==> config.mk <==
export PLATFORM = sky130hd
export DESIGN_NAME = wis_ctrl
export DESIGN_NICKNAME = d
export VERILOG_FILES = /design/src/rtl/core/wis_pkg.sv /design/src/rtl/core/wis_ctrl.sv
export SDC_FILE = /design/constraint.sdc
export NUM_CORES = 1
export LEC_CHECK = 0
export ABC_AREA = 1
export BUFFER_PORTS_ARGS = -buffer_cell sky130_fd_sc_hd__buf_2
export CORE_AREA = 2 2 39 41
export DETAILED_ROUTE_END_ITERATION = 12
export DIE_AREA = 0 0 41 43
export PLACE_DENSITY = 0.67
export RECOVER_POWER = 50
export SYNTH_ARGS = -nofsm -noshare
export SYNTH_HDL_FRONTEND = slang
export SYNTH_SLANG_ARGS = --single-unit
==> constraint.sdc <==
create_clock -name clk_i -period 1.4 [get_ports clk_i]
set_input_delay 0.28 -clock clk_i [delete_from_list [all_inputs] [get_ports clk_i]]
set_output_delay 0.28 -clock clk_i [all_outputs]
set_load 0.02 [all_outputs]
==> src/rtl/core/wis_pkg.sv <==
`timescale 1ns / 1ps
// shared types, codes and widths of the weighted index sampler
package wis_pkg;

  localparam int unsigned OP_W       = 2;
  localparam int unsigned IDX_W      = 10;
  localparam int unsigned WGT_W      = 32;
  localparam int unsigned SUM_W      = 42;
  localparam int unsigned ST_W       = 3;
  localparam int unsigned CNT_W      = 11;
  localparam int unsigned IN_DATA_W  = 88;
  localparam int unsigned OUT_DATA_W = 64;

  typedef logic [SUM_W-1:0] sum_t;

  typedef enum logic [OP_W-1:0] {
    OP_APPEND = 2'd0,
    OP_UPDATE = 2'd1,
    OP_REMOVE = 2'd2,
    OP_SAMPLE = 2'd3
  } opcode_e;

  typedef enum logic [ST_W-1:0] {
    ST_OK        = 3'd0,
    ST_EMPTY     = 3'd1,
    ST_BAD_INDEX = 3'd2,
    ST_FULL      = 3'd3,
    ST_DRAW      = 3'd4
  } status_e;

  typedef enum logic [3:0] {
    S_IDLE     = 4'd0,
    S_CHECK    = 4'd1,
    S_PRIOR    = 4'd2,
    S_OLD      = 4'd3,
    S_SWEEP    = 4'd4,
    S_SRCH_RD  = 4'd5,
    S_SRCH_CMP = 4'd6,
    S_RESP     = 4'd7
  } state_e;

  // controller to datapath
  typedef struct packed {
    logic    load;
    logic    append;
    logic    rd_prior;
    logic    rd_entry;
    logic    delta_init;
    logic    sweep_step;
    logic    commit;
    logic    srch_init;
    logic    srch_rd;
    logic    srch_cmp;
    logic    srch_done;
    logic    status_we;
    status_e status;
    logic    out_load;
  } cmd_t;

  // datapath to controller
  typedef struct packed {
    opcode_e op;
    logic    full;
    logic    idx_bad;
    logic    empty;
    logic    draw_big;
    logic    sweep_done;
    logic    srch_done;
    logic    out_free;
  } dp_stat_t;

endpackage

==> src/rtl/core/wis_ctrl.sv <==
`timescale 1ns / 1ps
// sequencing state machine of the weighted index sampler
module wis_ctrl (
  input  logic              clk_i,
  input  logic              rst_ni,
  input  logic              in_valid_i,
  output logic              in_ready_o,
  input  wis_pkg::dp_stat_t stat_i,
  output wis_pkg::cmd_t     cmd_o
);

  wis_pkg::state_e state_q, state_d;

  always_ff @(posedge clk_i or negedge rst_ni) begin
    if (!rst_ni) begin
      state_q <= wis_pkg::S_IDLE;
    end else begin
      state_q <= state_d;
    end
  end

  always_comb begin
    state_d    = state_q;
    in_ready_o = 1'b0;
    cmd_o      = '0;
    cmd_o.status = wis_pkg::ST_OK;
    unique case (state_q)
      wis_pkg::S_IDLE: begin
        in_ready_o = 1'b1;
        if (in_valid_i) begin
          cmd_o.load = 1'b1;
          state_d    = wis_pkg::S_CHECK;
        end
      end
      wis_pkg::S_CHECK: begin
        cmd_o.status_we = 1'b1;
        unique case (stat_i.op)
          wis_pkg::OP_APPEND: begin
            if (stat_i.full) begin
              cmd_o.status = wis_pkg::ST_FULL;
            end else begin
              cmd_o.append = 1'b1;
            end
            state_d = wis_pkg::S_RESP;
          end
          wis_pkg::OP_UPDATE, wis_pkg::OP_REMOVE: begin
            if (stat_i.idx_bad) begin
              cmd_o.status = wis_pkg::ST_BAD_INDEX;
              state_d      = wis_pkg::S_RESP;
            end else begin
              cmd_o.rd_prior = 1'b1;
              state_d        = wis_pkg::S_PRIOR;
            end
          end
          wis_pkg::OP_SAMPLE: begin
            priority if (stat_i.empty) begin
              cmd_o.status = wis_pkg::ST_EMPTY;
              state_d      = wis_pkg::S_RESP;
            end else if (stat_i.draw_big) begin
              cmd_o.status = wis_pkg::ST_DRAW;
              state_d      = wis_pkg::S_RESP;
            end else begin
              cmd_o.srch_init = 1'b1;
              state_d         = wis_pkg::S_SRCH_RD;
            end
          end
        endcase
      end
      wis_pkg::S_PRIOR: begin
        cmd_o.rd_entry = 1'b1;
        state_d        = wis_pkg::S_OLD;
      end
      wis_pkg::S_OLD: begin
        cmd_o.delta_init = 1'b1;
        state_d          = wis_pkg::S_SWEEP;
      end
      wis_pkg::S_SWEEP: begin
        cmd_o.sweep_step = 1'b1;
        if (stat_i.sweep_done) begin
          cmd_o.commit = 1'b1;
          state_d      = wis_pkg::S_RESP;
        end
      end
      wis_pkg::S_SRCH_RD: begin
        if (stat_i.srch_done) begin
          cmd_o.srch_done = 1'b1;
          state_d         = wis_pkg::S_RESP;
        end else begin
          cmd_o.srch_rd = 1'b1;
          state_d       = wis_pkg::S_SRCH_CMP;
        end
      end
      wis_pkg::S_SRCH_CMP: begin
        cmd_o.srch_cmp = 1'b1;
        state_d        = wis_pkg::S_SRCH_RD;
      end
      wis_pkg::S_RESP: begin
        if (stat_i.out_free) begin
          cmd_o.out_load = 1'b1;
          state_d        = wis_pkg::S_IDLE;
        end
      end
      default: begin
        state_d = wis_pkg::S_IDLE;
      end
    endcase
  end

endmodule

==> reports/metrics.cfg <==
[power_and_ir_drop]
powerDensity_nw_per_um2 = 1820
seqPwrFrac = 0.127
p_leak_nw = 0.463
combPwrFrac = 0.759
intPower_mw = 0.675
netSwitchingFraction = 0.523
vdd_drop_max_uv = 629
p_switching_mw = 0.742
clkPwrFrac = 0.114

[synthesis]
ys_types = 18
synth_nets = 93
yosysSeqAreaShare = 0.165
syn_inst = 78
syn-mean-instance-area_um2 = 5.82
yosysWarnings = 0
synth-seq-cells = 3
syn_area_um2 = 454

[grt]
grt_usage = 0.149
grt_pass1_wl_mm = 1.88
grt_max_degree = 9
antenna_found_initial = 0
overflow = 0
first_global_vias = 514

[sta]
worst_pin_slew_ns = 0.189
maxSlewHeadroom = 0.873
setup_slack_ns = -0.176
slew_viol_final = 0
fin_skew_ns = 0.00963
setup_violations = 16
period_needed_ns = 1.58
hold_viol_final = 0
fmax_mhz = 635
fin_crit_sh = 1.13
rsz0062_at_grt = true
timing.hold.ws_ns = 0.365

[placed_design]
placed_area_um2 = 681
hpwl_um = 962
place_congestion = 0.696
pre_cts_ws_ns = -0.0896
portBuffers = 28

[routing]
vias = 572
drt_iter0_drc = 3
drt_first_pass_iters = 2
wire_per_inst_um = 8.72
viasPerCell = 4.37
wirelength_mm = 1.14
drc_errors = 0
ant_nets = 0

[worst_setup_path]
cp-startpoint = state_q[1]
cp_max_fo = 4
cp.arrival_ns = 1.30
crit_end = cmd_o[13]
path_class = register to primary output
regToRegSetupSlack_ns = 0.24
reg2reg_to = state_q[1]
ff2ff_path_depth = 6
start_kind = register
cp-end-kind = primary output
crit_required_ns = 1.12
r2r-start = state_q[1]

[die]
start_util = 0.328
num_rows = 14
die_x_um = 41
die_area_um2 = 1760
io_pins = 29
core-area_um2 = 1380
die_h_um = 43

[layout]
multi_input_area_um2 = 345
drive_gt1_frac = 0.443
final_cell_mix = nand2_1 (20), buf_4 (19), inv_1 (14)
largest_register = state_q
finish.instance_area_um2 = 779
top_regs = state_q: 3 flops
fin_nets = 131
nFillCells = 140
seq_area_um2 = 75.1
syn_to_final_growth_pct = 71.6
largest_register_ffs = 3
num_antenna_cells = 0
final_common_cell = nand2_1

[outcome]
violations = setup timing
status = finished with violations

[min_path]
worstHoldPathType = primary input to async pin

[cts]
postCtsSetupBuffers = 0
cts_buffer_depth = 2
cts_max_level = 1
cts-root-buf = clkbuf_4
cts_buffers = 3
cts_sinks = 3
cts_tree = done
clock_latency_ns = 0.24
cts.clk_slew.worst_paths_ns = 0.04

[job]
drv_cap = 0

==> metrics by stage <==
step                      power [mW]   util  TNS (ns)  instances
after floorplan                0.876      -    -0.629         78
after global placement          1.13  0.492   -0.0927        126
after detailed placement        1.14  0.492    -0.124        126
after CTS                       1.42  0.557     -1.81        131
after global routing            1.57  0.563     -2.74        131
final                           1.42  0.563     -1.67        131
==> worst max-delay path, cell delays in order (launching register included) <==
cell     delay, ns
dfrtp_1       0.40
nor3_4        0.22
buf_4         0.16
nand2_1       0.08
nor2_4        0.08
buf_4         0.14
==> synth_stat cells, drive strengths merged <==
library cell   n  area [um2]
buf            2        16.3
nor4           3        40.0
dfrtp          3        75.1
nor2          13        48.8
nand3          9        45.0
ha             3        37.5
o21ai          1        5.00
inv           18        67.6
nor3           2        21.3
nand4          1        6.26
nand2         21        81.3
a21oi          2        10.0
==> worst min-delay path by stage <==
| stage | from | end | slack, ns |
|---|---|---|---|
| after global placement | rst_ni | state_q[2] | 0.07 |
| after detailed placement | rst_ni | state_q[0] | 0.08 |
| after CTS | rst_ni | state_q[0] | 0.36 |
| after global routing | rst_ni | state_q[0] | 0.39 |
| after floorplan | rst_ni | state_q[0] | -0.02 |
| final | rst_ni | state_q[0] | 0.36 |
==> cell families after synthesis <==
kind of cell,count (synthesis),share of synthesized area
and+or+nand+nor,49,0.534
AOI/OAI and AO/OA,3,0.0330
adders and majority gates,3,0.0827
DFF,3,0.165
buffers and inverters,20,0.185
==> area by class of cell <==
class / instances / share of cell area
clock buffers: 4 / 0.0337
multi-input cells: 55 / 0.443
flip-flops and latches: 3 / 0.0963
well taps: 16 / 0.0257
inverters: 18 / 0.0867
repair buffers: 35 / 0.315
==> power groups by stage <==
stage | combinational (mW) | clock [mW] | sequential, mW
floorplan | 0.705 | 0 | 0.171
global placement | 0.954 | 0 | 0.180
detailed placement | 0.959 | 0 | 0.179
CTS | 1.07 | 0.162 | 0.181
global route | 1.21 | 0.169 | 0.185
finish | 1.08 | 0.161 | 0.180
==> what timing repair did <==
action,4_1_cts,5_1_grt
pin swaps,1,0
setup endpoints to repair,17,17
gates resized for setup,21,3
endpoints found under the hold margin,3,0
hold buffers,1,0
==> routing by layer <==
layer  up-vias  wire length [um]  global-route usage
li1        313                 -                   -
met1       234               454               0.173
met2        23               598               0.269
met3         2                76                   0
met4         0                12              0.0600
met5         -                 0                   0
Note: power is estimated with default switching activity, not from simulation.
